==> config.mk <==
export PLATFORM = sky130hd
export DESIGN_NAME = rgb_to_netpbm_raw_packer_unit
export DESIGN_NICKNAME = d
export VERILOG_FILES = /design/src/rgbnp_pkg.sv /design/src/rgbnp_pixel_math.sv /design/src/rgb_to_netpbm_raw_packer_unit.sv
export SDC_FILE = /design/constraint.sdc
export NUM_CORES = 1
export LEC_CHECK = 0
export BUFFER_PORTS_ARGS = -buffer_cell sky130_fd_sc_hd__buf_2
export CAP_MARGIN = 25
export CORE_AREA = 2 2 135 164
export DETAILED_ROUTE_END_ITERATION = 8
export DIE_AREA = 0 0 137 166
export GPL_ROUTABILITY_DRIVEN = 0
export PLACE_DENSITY = 0.55
export SLEW_MARGIN = 5
export SYNTH_ARGS = -nofsm -noshare
export SYNTH_HDL_FRONTEND = slang
export SYNTH_SLANG_ARGS = --single-unit
==> constraint.sdc <==
create_clock -name aclk -period 10.75 [get_ports aclk]
set_clock_uncertainty 0.2 [all_clocks]
set_input_delay 0 -clock aclk [delete_from_list [all_inputs] [get_ports aclk]]
set_output_delay 0 -clock aclk [all_outputs]
set_load 0.02 [all_outputs]
==> src/rgbnp_pkg.sv <==
`default_nettype none

package rgbnp_pkg;

    localparam int CHAN_W     = 8;
    localparam int COL_W      = 13;
    localparam int MODE_W     = 2;
    localparam int CFG_ADDR_W = 2;
    localparam int CFG_DATA_W = 13;
    localparam int SUM_W      = 10;
    localparam int PROD_W     = 20;
    localparam int MEAN_SHIFT = 11;

    // output modes
    localparam logic [MODE_W-1:0] MODE_RGB     = 2'd0;
    localparam logic [MODE_W-1:0] MODE_GREY    = 2'd1;
    localparam logic [MODE_W-1:0] MODE_BITONAL = 2'd2;

    // register indexes
    localparam logic [CFG_ADDR_W-1:0] REG_MODE      = 2'd0;
    localparam logic [CFG_ADDR_W-1:0] REG_ROW_WIDTH = 2'd1;
    localparam logic [CFG_ADDR_W-1:0] REG_MAX_LEVEL = 2'd2;

    // byte slots of an rgb pixel
    localparam logic [1:0] BYTE_RED   = 2'd0;
    localparam logic [1:0] BYTE_GREEN = 2'd1;
    localparam logic [1:0] BYTE_BLUE  = 2'd2;

    // mean of three channels: sum * 683 >> 11 is exact for sums up to 765
    localparam logic [SUM_W-1:0] MEAN_RECIP = 10'd683;
    localparam logic [6:0]       CUT_OFFSET = 7'd13;

    localparam logic [COL_W-1:0] RESET_ROW_WIDTH = 13'd1;
    localparam logic [CHAN_W-1:0] RESET_MAX_LEVEL = 8'd255;

    typedef struct packed {
        logic [CHAN_W-1:0] mean;
        logic              black;
    } pix_info_t;

endpackage

`default_nettype wire

==> src/rgbnp_pixel_math.sv <==
`default_nettype none

module rgbnp_pixel_math
    import rgbnp_pkg::*;
(
    input  wire logic [CHAN_W-1:0] red,
    input  wire logic [CHAN_W-1:0] green,
    input  wire logic [CHAN_W-1:0] blue,
    input  wire logic [CHAN_W-1:0] max_level,
    output pix_info_t              info
);

    logic [SUM_W-1:0]  sum;
    logic [PROD_W-1:0] prod;
    logic [6:0]        half;
    logic [6:0]        cutoff;

    always_comb begin
        sum    = SUM_W'(red) + SUM_W'(green) + SUM_W'(blue);
        prod   = PROD_W'(sum) * PROD_W'(MEAN_RECIP);
        half   = max_level[CHAN_W-1:1];
        cutoff = half - CUT_OFFSET;
        info.mean  = prod[MEAN_SHIFT +: CHAN_W];
        // a cutoff below zero would wrap, so that case is caught and every pixel is black
        info.black = (half < CUT_OFFSET) || (info.mean < CHAN_W'(cutoff));
    end

endmodule

`default_nettype wire

==> src/rgb_to_netpbm_raw_packer_unit.sv <==
// an accepted pixel waits in the input register and reaches m_ through the result register
// rgb mode: three byte words per pixel, one per cycle from the result register unless stalled
// grey and bitonal modes take one pixel per cycle unless a word waits on m_ready; a bitonal
// pixel that closes no byte leaves no word; the single result register sets the rate
// reset: synchronous active-low aresetn clears column, bit accumulator and valids,
// and sets mode rgb, row width 1, max level 255
`default_nettype none

module rgb_to_netpbm_raw_packer_unit
    import rgbnp_pkg::*;
#(
    parameter int MAX_WIDTH = 4096
)
(
    input  wire logic                  aclk,
    input  wire logic                  aresetn,

    // configuration write port
    input  wire logic                  cfg_wr_en,
    input  wire logic [CFG_ADDR_W-1:0] cfg_addr,
    input  wire logic [CFG_DATA_W-1:0] cfg_wr_data,

    // pixel input
    input  wire logic                  s_valid,
    output logic                       s_ready,
    input  wire logic [CHAN_W-1:0]     s_red,
    input  wire logic [CHAN_W-1:0]     s_green,
    input  wire logic [CHAN_W-1:0]     s_blue,

    // byte output
    output logic                       m_valid,
    input  wire logic                  m_ready,
    output logic [CHAN_W-1:0]          m_out_byte,
    output logic                       m_last_of_pixel
);

    localparam int WCMP_W = (COL_W > $clog2(MAX_WIDTH + 1)) ? COL_W + 1
                                                             : $clog2(MAX_WIDTH + 1) + 1;

    // configuration registers
    logic [MODE_W-1:0] mode_reg;
    logic [COL_W-1:0]  row_width_reg;
    logic [CHAN_W-1:0] max_level_reg;

    // input register
    logic              pix_valid_reg;
    logic [CHAN_W-1:0] red_reg;
    logic [CHAN_W-1:0] green_reg;
    logic [CHAN_W-1:0] blue_reg;
    logic [1:0]        byte_sel_reg;
    logic [1:0]        byte_sel_next;

    // row state
    logic [COL_W-1:0]  column_reg;
    logic [COL_W-1:0]  column_next;
    logic [CHAN_W-1:0] acc_reg;
    logic [CHAN_W-1:0] acc_next;

    // result register
    logic              m_valid_reg;
    logic              m_valid_next;
    logic [CHAN_W-1:0] out_byte_reg;
    logic [CHAN_W-1:0] out_byte_next;
    logic              last_reg;
    logic              last_next;

    pix_info_t         info;

    logic              is_rgb;
    logic              is_grey;
    logic [COL_W-1:0]  width_use;
    logic              row_end;
    logic [2:0]        pos;
    logic [CHAN_W-1:0] acc_set;
    logic              bit_emit;
    logic              emit_want;
    logic              out_free;
    logic              pix_go;
    logic              pix_done;

    rgbnp_pixel_math u_math (
        .red       (red_reg),
        .green     (green_reg),
        .blue      (blue_reg),
        .max_level (max_level_reg),
        .info      (info)
    );

    always_comb begin
        is_rgb  = (mode_reg == MODE_RGB);
        is_grey = (mode_reg == MODE_GREY);

        // clamp the row width to 1..MAX_WIDTH
        if (row_width_reg == '0) begin
            width_use = COL_W'(1);
        end else if (WCMP_W'(row_width_reg) > WCMP_W'(MAX_WIDTH)) begin
            width_use = COL_W'(MAX_WIDTH);
        end else begin
            width_use = row_width_reg;
        end
        row_end = ((COL_W + 1)'(column_reg) + (COL_W + 1)'(1)) >= (COL_W + 1)'(width_use);

        // bitonal packing, msb first
        pos      = column_reg[2:0];
        acc_set  = acc_reg | (info.black ? (8'h80 >> pos) : 8'h00);
        bit_emit = (pos == 3'd7) || row_end;

        emit_want = is_rgb || is_grey || bit_emit;
        out_free  = !m_valid_reg || m_ready;
        pix_go    = pix_valid_reg && (out_free || !emit_want);
        pix_done  = pix_go && (!is_rgb || (byte_sel_reg == BYTE_BLUE));
        s_ready   = !pix_valid_reg || pix_done;

        // byte slot within an rgb pixel
        byte_sel_next = byte_sel_reg;
        if (pix_done) begin
            byte_sel_next = BYTE_RED;
        end else if (pix_go) begin
            byte_sel_next = byte_sel_reg + 2'd1;
        end

        // column advances in every mode, accumulator only in bitonal
        column_next = column_reg;
        acc_next    = acc_reg;
        if (pix_done) begin
            column_next = row_end ? '0 : column_reg + COL_W'(1);
            if (!is_rgb && !is_grey) begin
                acc_next = bit_emit ? '0 : acc_set;
            end
        end

        // result word
        out_byte_next = out_byte_reg;
        last_next     = last_reg;
        m_valid_next  = m_valid_reg && !m_ready;
        if (pix_go && emit_want) begin
            m_valid_next = 1'b1;
            if (is_rgb) begin
                last_next = (byte_sel_reg == BYTE_BLUE);
                case (byte_sel_reg)
                    BYTE_RED:   out_byte_next = red_reg;
                    BYTE_GREEN: out_byte_next = green_reg;
                    default:    out_byte_next = blue_reg;
                endcase
            end else begin
                last_next     = 1'b1;
                out_byte_next = is_grey ? info.mean : acc_set;
            end
        end
    end

    always_ff @(posedge aclk) begin
        if (!aresetn) begin
            mode_reg      <= MODE_RGB;
            row_width_reg <= RESET_ROW_WIDTH;
            max_level_reg <= RESET_MAX_LEVEL;
            pix_valid_reg <= 1'b0;
            byte_sel_reg  <= BYTE_RED;
            column_reg    <= '0;
            acc_reg       <= '0;
            m_valid_reg   <= 1'b0;
        end else begin
            // config writes, unknown indexes are dropped
            if (cfg_wr_en) begin
                case (cfg_addr)
                    REG_MODE:      mode_reg      <= cfg_wr_data[MODE_W-1:0];
                    REG_ROW_WIDTH: row_width_reg <= cfg_wr_data;
                    REG_MAX_LEVEL: max_level_reg <= cfg_wr_data[CHAN_W-1:0];
                    default:       ;
                endcase
            end
            if (s_ready) begin
                pix_valid_reg <= s_valid;
            end
            byte_sel_reg <= byte_sel_next;
            column_reg   <= column_next;
            acc_reg      <= acc_next;
            m_valid_reg  <= m_valid_next;
        end
    end

    // payload registers
    always_ff @(posedge aclk) begin
        if (s_valid && s_ready) begin
            red_reg   <= s_red;
            green_reg <= s_green;
            blue_reg  <= s_blue;
        end
        out_byte_reg <= out_byte_next;
        last_reg     <= last_next;
    end

    assign m_valid         = m_valid_reg;
    assign m_out_byte      = out_byte_reg;
    assign m_last_of_pixel = last_reg;

    // byte slot never runs past blue
    assert property (@(posedge aclk) disable iff (!aresetn)
        byte_sel_reg == BYTE_RED || byte_sel_reg == BYTE_GREEN || byte_sel_reg == BYTE_BLUE)
        else $error("byte slot out of range");

    // a finished pixel restarts the slot count
    assert property (@(posedge aclk) disable iff (!aresetn)
        pix_done |=> byte_sel_reg == BYTE_RED)
        else $error("byte slot not restarted after pixel");

    // a non-final byte means its pixel is still held for the rest
    assert property (@(posedge aclk) disable iff (!aresetn)
        (m_valid_reg && !last_reg) |-> pix_valid_reg)
        else $error("pixel dropped before its last byte");

endmodule

`default_nettype wire
Word level (Yosys, flattened, before mapping)
Index checks and enable logic that the tools add are counted.

Add/subtract/negate cells: 6. $mul: 1. Order comparisons: 4. Equal/unequal tests: 6. Shift operators: 1. Multiplexer cells: 9. Bitwise gates (word level): 2. Reduce and logical (&&, ||, !) cells: 29.

Operators with widths (number): two-way mux 13 bit (3); two-way mux 8 bit (4); multiplier 10 x 10 -> 19 bit, second input constant (1); case mux 8 bit (2 select lines) (1); adder 13 x 1 -> 14 bit, second input constant (1); greater-or-equal comparator 14 x 13 -> 1 bit (1); adder 13 x 1 -> 13 bit, second input constant (1); > comparator 13 bit, second input constant (1); logical NOT 13 bit (1); adder 10 x 8 -> 10 bit (1); adder 8 x 8 -> 9 bit (1); logical OR 1 bit (8); less-than comparator 8 x 7 -> 1 bit (1); bitwise OR 8 bit (1); AND reduction 2 bit (4); right shift 8 x 3 -> 8 bit, first input constant (1); less-than comparator 7 x 4 -> 1 bit, second input constant (1); subtractor 7 x 4 -> 7 bit, second input constant (1); == test 2 x 1 -> 1 bit, second input constant (3); logical AND 1 bit (6); logical NOT 1 bit (6); logical NOT 2 bit (3); == test 2 bit, second input constant (2); == test 3 bit, second input constant (1); other kinds (4) (4).

Register bits after elaboration: 81. Word-level logic and storage cells: 71.

Depth between registers and ports, before layout
Gate-level depths: netlist (run 1).

Depth after elaboration: 12. Mapped depth: 40.

Cells and area by module
From an unflattened synthesis (run 1), not the netlist that was laid out.

Cell total of the unflattened synthesis: 655. Area, all modules: 6257.3 sq um.

By module, submodules not included: rgb_to_netpbm_raw_packer_unit (times used 1, cells each 406, area an instance 3897.5 sq um, sequential area each 1951.9 sq um); rgbnp_pixel_math (times used 1, cells each 249, area an instance 2359.8 sq um, sequential area each 0.0 sq um).

Worst setup path before layout (run 1)
Ideal clock, no wire load.

Path kind: reg2reg. Start: register red_reg[0]. End: register out_byte_reg[5], in the netlist m_out_byte[5] (data pin). Data arrival time: 8.228 ns. Slack: 2.169 ns. Stages on the path, launching flop included: 38. Path buffers: 0. Period minus slack after synthesis: 8.581 ns. Cell sequence: edfxtp_1 ha_1 inv_1 fa_1 inv_1 ha_1 a211oi_1 o21bai_1 a21oi_1 nand2b_1 nand2b_1 a21oi_1 xor2_1 inv_1 ha_1 ha_1 inv_1 fa_1 (+2 left out) inv_1 fa_1 inv_1 ha_1 a211oi_1 nand2_1 o31ai_1 o21ai_0 or2_2 a21oi_1 xnor2_1 ha_1 a2111oi_0 o21ai_0 nand3_1 o31ai_4 or3_2 o21ai_0.

Word-level cells in the longest chain between the ends: 9.

Ends and longest elaborated chain: from (decl) (RTL line rgb_to_netpbm_raw_packer_unit.sv:47) `logic [CHAN_W-1:0] red_reg;`; from (signal assigned) (RTL line rgb_to_netpbm_raw_packer_unit.sv:185) `red_reg <= s_red;`; adder 8 x 8 -> 9 bit (*) (RTL line rgbnp_pixel_math.sv:19) `sum = SUM_W'(red) + SUM_W'(green) + SUM_W'(blue);`; adder 10 x 8 -> 10 bit (*) (RTL line rgbnp_pixel_math.sv:19); multiplier 10 x 10 -> 19 bit (*) (RTL line rgbnp_pixel_math.sv:20) `prod = PROD_W'(sum) * PROD_W'(MEAN_RECIP);`; less-than comparator 8 x 7 -> 1 bit (RTL line rgbnp_pixel_math.sv:25) `info.black = (half < CUT_OFFSET) || (info.mean < CHAN_W'(cutoff));`; logical OR 1 bit (RTL line rgbnp_pixel_math.sv:25); two-way mux 8 bit (RTL line rgb_to_netpbm_raw_packer_unit.sv:105) `acc_set = acc_reg | (info.black ? (8'h80 >> pos) : 8'h00);`; bitwise OR 8 bit (RTL line rgb_to_netpbm_raw_packer_unit.sv:105); two-way mux 8 bit (*) (RTL line rgb_to_netpbm_raw_packer_unit.sv:147) `out_byte_next = is_grey ? info.mean : acc_set;`; two-way mux 8 bit (*) (RTL line rgb_to_netpbm_raw_packer_unit.sv:138) `if (is_rgb) begin`; to (signal assigned) (RTL line rgb_to_netpbm_raw_packer_unit.sv:189) `out_byte_reg <= out_byte_next;`; to (decl) (RTL line rgb_to_netpbm_raw_packer_unit.sv:62) `logic [CHAN_W-1:0] out_byte_reg;`.

Mark *: on every way between the ends. The rest lies on a longest branch, timed or not. A chain may end at the register's enable or synchronous reset.

Final worst setup path (run 1)
Start: register red_reg[0]. End: register acc_reg[7].

Word-level cells in the longest chain between the ends: 8.

Ends and longest elaborated chain: adder 8 x 8 -> 9 bit (RTL line rgbnp_pixel_math.sv:19); adder 10 x 8 -> 10 bit (RTL line rgbnp_pixel_math.sv:19); multiplier 10 x 10 -> 19 bit (RTL line rgbnp_pixel_math.sv:20); less-than comparator 8 x 7 -> 1 bit (RTL line rgbnp_pixel_math.sv:25); logical OR 1 bit (RTL line rgbnp_pixel_math.sv:25); two-way mux 8 bit (RTL line rgb_to_netpbm_raw_packer_unit.sv:105); bitwise OR 8 bit (RTL line rgb_to_netpbm_raw_packer_unit.sv:105); two-way mux 8 bit (RTL line rgb_to_netpbm_raw_packer_unit.sv:128) `acc_next = bit_emit ? '0 : acc_set;`; to (signal assigned) (RTL line rgb_to_netpbm_raw_packer_unit.sv:177) `acc_reg <= acc_next;`; to (decl) (RTL line rgb_to_netpbm_raw_packer_unit.sv:56) `logic [CHAN_W-1:0] acc_reg;`.

Every way passes these cells.

==> results of run 1 <==
## routing by layer
metal | track usage, % | vias up
met3 | 1.71 | 29
met4 | 5.56 | 0
met5 | 0 | -
met1 | 15.9 | 2374
met2 | 26.2 | 71
li1 | - | 2579
## logic make-up (layout without fill, tap and decap cells)
family,Yosys count,in the layout,share of synthesized area (%)
AO/OA/AOI/OAI,150,150,15.9
AND/OR/NAND/NOR,195,195,15.2
adder cells (fa/ha/maj),126,126,27.9
multiplexers,4,4,0.659
XOR/XNOR,30,30,4.20
buffers and inverters,88,195,5.27
flip-flops,80,80,30.8
## stage by stage
stage,instances,area (um2)
after floorplan,673,6260
after global placement,988,6830
after detailed placement,988,6830
after CTS,1052,7620
after global routing,1054,7640
final,1054,7640
## layout make-up
cell class                      count  area, um2  area share, %
Multi-Input combinational cell    505       4010           52.5
Inverter                           75        282           3.69
Timing Repair Buffer              105        779           10.2
Sequential cell                    80       1930           25.3
Tap cell                          274        343           4.49
Clock buffer                       14        287           3.75
Clock inverter                      1       8.76          0.115
## final timing paths
path | from | to | slack (ns)
worst max-delay path | red_reg[0]$_DFFE_PP_ | acc_reg[7]$_SDFFE_PN0P_ | 1.40
worst min-delay path | m_ready | m_valid$_SDFF_PN0_ | 0.12
worst max register to register | red_reg[0]$_DFFE_PP_ | acc_reg[7]$_SDFFE_PN0P_ | 1.40
worst min register to register | acc_reg[0]$_SDFFE_PN0P_ | acc_reg[0]$_SDFFE_PN0P_ | 0.26
## placed cells by master, fill, tap and decap left out, types with 9 or more instances in the layout
master and count:
a21oi_1 35, and2_1 9, and3_1 10, buf_2 54, clkbuf_16 10, dfxtp_1 47, dlygate4sd3_1 49, edfxtp_1 33
fa_1 23, ha_1 103, inv_1 73, nand2_1 74, nand3_1 22, nor2_1 33, o21ai_0 39, xnor2_1 18
xor2_1 12
## critical path, delay by kind of cell, from the launching register on
kind,cells,cell delay [ns]
adders and majority gates,10,3.48
buffers and inverters,7,0.47
AOI/OAI and AO/OA,12,2.88
and+or+nand+nor,6,1.34
DFF,1,0.39
xor gates and xnor gates,2,0.52
## cells in the mapped netlist (10+ instances only)
library cell and instances:
nor2_1 33, xor2_1 12, xnor2_1 18, a21oi_1 35, o21ai_0 39, nand2_1 74, and3_1 10, nand3_1 22
fa_1 23, edfxtp_1 33, ha_1 103, dfxtp_1 47, clkbuf_1 11, inv_1 73
==> impl_metrics.py, run 1 <==
metrics = {
    "clock_tree": {
        "cts-hold-fix-buffers": 49,
        "clkTransAtPathRegs_ns": 0.06,
        "clockBufferDepth": 2,
        "clk_latency_ns": 0.33,
        "post-cts-setup-buffers": 0,
        "clock_sinks": 80,
        "cts_made_buffers": 9,
        "cts_tree": "yes",
        "root_buffer": "clkbuf_16",
        "h-tree-depth": 3,
        "cts_resized": 0,
    },
    "layout": {
        "antenna_cells": 0,
        "postLayoutCoreUtil_pct": 35.9,
        "syn_to_final_growth_pct": 22.0,
        "fillerInstances": 2214,
        "drive_gt1_share_pct": 12.3,
        "nets": 946,
    },
    "outcome": {
        "run_status": "finished, final reports clean",
    },
    "global_routing": {
        "overflow": 0,
        "grt_max_degree": 25,
        "grt_first_pass_wirelength_um": 25200,
        "antenna_found_initial": 0,
        "grt_usage_pct": 14.1,
        "grt_pass1_vias": 5216,
    },
    "setup_path": {
        "criticalPathCategory": "register to register",
        "crit_top_cell": "inv_1",
        "r2r_cells": 37,
        "critPathArrivalTime_ns": 9.42,
        "end_kind": "register",
        "slowest_delay_ns": 0.52,
        "cp_max_fo": 10,
        "slowest_stage": "fa_1",
        "critPathLaunchType": "register",
        "cp.required_ns": 10.82,
    },
    "drt": {
        "wirelength_um": 15400,
        "viasPerCell": 4.79,
        "via_count": 5053,
        "wl_met2_um": 8150,
        "wl_met1_um": 6480,
        "ant_nets": 0,
        "drtIter0Drc": 198,
        "highest_layer": "met4",
        "dr.pass1.iters": 4,
        "wl_per_cell_um": 14.6,
        "dr_wl_met3_um": 338,
        "drcViolationCount": 0,
    },
    "sta": {
        "final.setup.tns_ns": 0,
        "max_slew_margin_pct": 36.2,
        "clock.fmax_mhz": 107,
        "fin_crit_sh_pct": 87.0,
        "final-hold-violation-count": 0,
        "setup_violations": 0,
        "whs_ns": 0.124,
        "fin_ws_ns": 1.40,
        "worst_pin_slew_ns": 0.954,
        "period_needed_ns": 9.35,
        "rsz0062_at_grt": "no",
        "maxSlewViolCount": 0,
    },
    "synthesis": {
        "ys_seq_area_share_pct": 30.8,
        "synth_fp_nets": 843,
        "ys_ff_latch": 80,
        "async_flop_share_pct": 0,
        "syn_area_per_cell_um2": 9.30,
        "syn_inst": 673,
        "synth-edff-count": 33,
        "synth_top_area_share_pct": 20.6,
        "synth.top_cells.by_area": "ha_1 (21%), edfxtp_1 (16%), dfxtp_1 (15%)",
        "netlist-cell-type-count": 59,
        "syn_area_um2": 6260,
        "synth-warning-count": 0,
        "synthFlopType": "dfxtp_1",
        "synth_top_area_cell": "ha_1",
    },
    "floorplan": {
        "core_area_um2": 21300,
        "num_io_pins": 55,
        "dieArea_um2": 22700,
        "start_util_pct": 29.5,
        "num_rows": 59,
        "fp.dieW_um": 137,
        "die_h_um": 166,
    },
    "placement": {
        "portBuffers": 54,
        "place_hpwl_um": 12200,
        "pre_cts_slack_ns": 1.46,
    },
    "worst_hold_path": {
        "hold_depth": 5,
        "hold_path_class": "input pin to register",
    },
    "run": {
        "cap_violations": 0,
    },
}
Power of run 1 is left out: the tool's default activity adds up to more than one toggle a clock period on the data nets, which glitch-free logic cannot reach.
==> run 2: changes to the inputs <==
Settings changed: CORE_AREA 2 2 135 164 to 2 2 111 135, DIE_AREA 0 0 137 166 to 0 0 113 137, PLACE_DENSITY 0.55 to 0.72.
==> run 2 against run 1 <==
  * The run now ends with design-rule violations left
  * Clock-buffer cell count increased by 2
  * Non-clock buffer count is the same
  * Fmax fell by 0.97%
  * Setup slack worse by 0.091 ns
  * Die area fell by 32%
  * Cell count fell by 9.3%
  * Design area shrank 1.6%
  * Wire length fell by 4.0%
  * Register-to-register slack worse by 0.09 ns
  * Global-route usage grew 5.7 points
  * Sequential cell count is the same
  * Critical endpoint is now acc_reg[5]$_SDFFE_PN0P_
  * Largest cell class unchanged
==> impl_metrics.py, run 2 (synthesized netlist as in run 1, its figures left out) <==
metrics = {
    "worst_hold_path": {
        "worstHoldStart": "m_ready",
        "hold_path_class": "input pin to register",
    },
    "global_routing": {
        "use_met3_pct": 2.88,
        "grt_usage_pct": 19.7,
        "antenna_found_initial": 0,
        "global_route.usage.met1_pct": 23.5,
        "grt_pass1_vias": 5102,
        "grt_util_met2_pct": 35.4,
        "grt_first_pass_wirelength_um": 24400,
        "overflow": 0,
        "grt_max_degree": 25,
        "busiest_layer": "met2",
    },
    "placement": {
        "place_hpwl_um": 11300,
        "portBuffers": 54,
    },
    "floorplan": {
        "fp.dieW_um": 113,
        "core_area_um2": 14200,
        "num_rows": 48,
        "dieArea_um2": 15500,
        "die_h_um": 137,
        "num_io_pins": 55,
        "start_util_pct": 44.2,
    },
    "clock_tree": {
        "cts_made_buffers": 9,
        "cts_tree": "yes",
        "cts_resized": 0,
        "clockBufferDepth": 2,
        "clkTransAtPathRegs_ns": 0.06,
        "root_buffer": "clkbuf_16",
        "h-tree-depth": 3,
        "clk_latency_ns": 0.33,
        "clock_sinks": 80,
    },
    "run": {
        "cap_violations": 0,
    },
    "layout": {
        "regArea_um2": 1930,
        "fillerInstances": 1264,
        "final_common_cell": "ha_1",
        "antenna_cells": 0,
        "multi_input_area_um2": 4010,
        "mostFrequentLayoutCells": "ha_1 (103), nand2_1 (74), inv_1 (73), buf_2 (54), dlygate4sd3_1 (48)",
        "drive_gt1_share_pct": 12.2,
        "nets": 946,
        "syn_to_final_growth_pct": 20.0,
    },
    "setup_path": {
        "criticalPathCategory": "register to register",
        "crit_top_cell": "ha_1",
        "crit-reg2reg-launch": "red_reg[1]$_DFFE_PP_",
        "cp.required_ns": 10.83,
        "crit_path_start": "red_reg[1]$_DFFE_PP_",
        "cp_max_fo": 10,
        "slowest_stage": "fa_1",
        "critPathLaunchType": "register",
        "worst-path-buf-inv": 3,
        "end_kind": "register",
        "critPathArrivalTime_ns": 9.52,
        "slowest_delay_ns": 0.57,
        "cp_top_family": "compound AO/OA/AOI/OAI gates",
    },
    "drt": {
        "wirelength_um": 14800,
        "dr.pass1.iters": 7,
        "wl_per_cell_um": 15.5,
        "drcViolationCount": 1,
        "ant_nets": 0,
        "viasPerCell": 5.43,
        "via_count": 5187,
        "drtIter0Drc": 187,
    },
    "sta": {
        "rsz0062_at_grt": "no",
        "fin_crit_sh_pct": 87.8,
        "clock.fmax_mhz": 106,
        "worst_pin_slew_ns": 0.838,
        "setup_violations": 0,
        "max_slew_margin_pct": 43.9,
        "maxSlewViolCount": 0,
        "final-hold-violation-count": 0,
        "period_needed_ns": 9.44,
        "final.setup.tns_ns": 0,
    },
    "outcome": {
        "run_status": "complete, but fails checks",
        "violations": "design-rule violations",
    },
}
run 2: changes by cell type in the layout (fill, tap and decap cells not counted), sizes merged:
cell         change
buf              +1
clkbuf           +2
clkinv           -1
dlygate4sd3      -1
run 2: stage by stage:
stage	hold WS, ns	utilization, %	instances	setup slack, ns	area, um2
after floorplan	-0.101	-	673	2.17	6260
after global placement	-0.0235	47.4	890	1.69	6720
after detailed placement	-0.0213	47.4	890	1.47	6720
after CTS	0.00275	52.8	954	1.32	7490
after global routing	0.0580	53.0	956	0.535	7510
final	0.0253	53.0	956	1.31	7510
run 2: worst register-to-register path: cells and delay by family, from the launching register on:
| family | cells | cell delay (ns) |
|---|---|---|
| fa+ha+maj | 9 | 3.28 |
| compound gates | 16 | 3.63 |
| buf+inv | 3 | 0.26 |
| simple gates | 4 | 1.07 |
| xor+xnor | 3 | 0.53 |
| flops | 1 | 0.43 |
run 2: what timing repair did:
action                                  in CTS  in global routing
hold buffers                                48                  0
endpoints found under the hold margin       49                  0
endpoints found under the setup margin       0                  0
setup buffers                                0                  0
run 2: path summary, 6_finish.rpt:
kind | endpoint | slack, ns | cells past startpoint
max | acc_reg[5]$_SDFFE_PN0P_ | 1.31 | 35
min | m_valid$_SDFF_PN0_ | 0.03 | 5
max reg2reg | acc_reg[5]$_SDFFE_PN0P_ | 1.31 | 35
min reg2reg | acc_reg[0]$_SDFFE_PN0P_ | 0.27 | 1
run 2: layer usage:
metal / share of wire, % / wire [um] / vias to the layer above
met3: 3.7 / 554 / 36
met5: 0 / 0 / -
li1: - / - / 2585
met1: 43 / 6370 / 2438
met4: 3.1 / 462 / 0
met2: 50 / 7430 / 128
run 2: cell type report:
cell class,count,area share [%]
clock buffers,16,3.90
inverters,75,3.75
multi-input cells,505,53.3
flip-flops and latches,80,25.7
well taps,175,2.91
repair buffers,105,10.4
Power of run 2 is left out for the same reason.
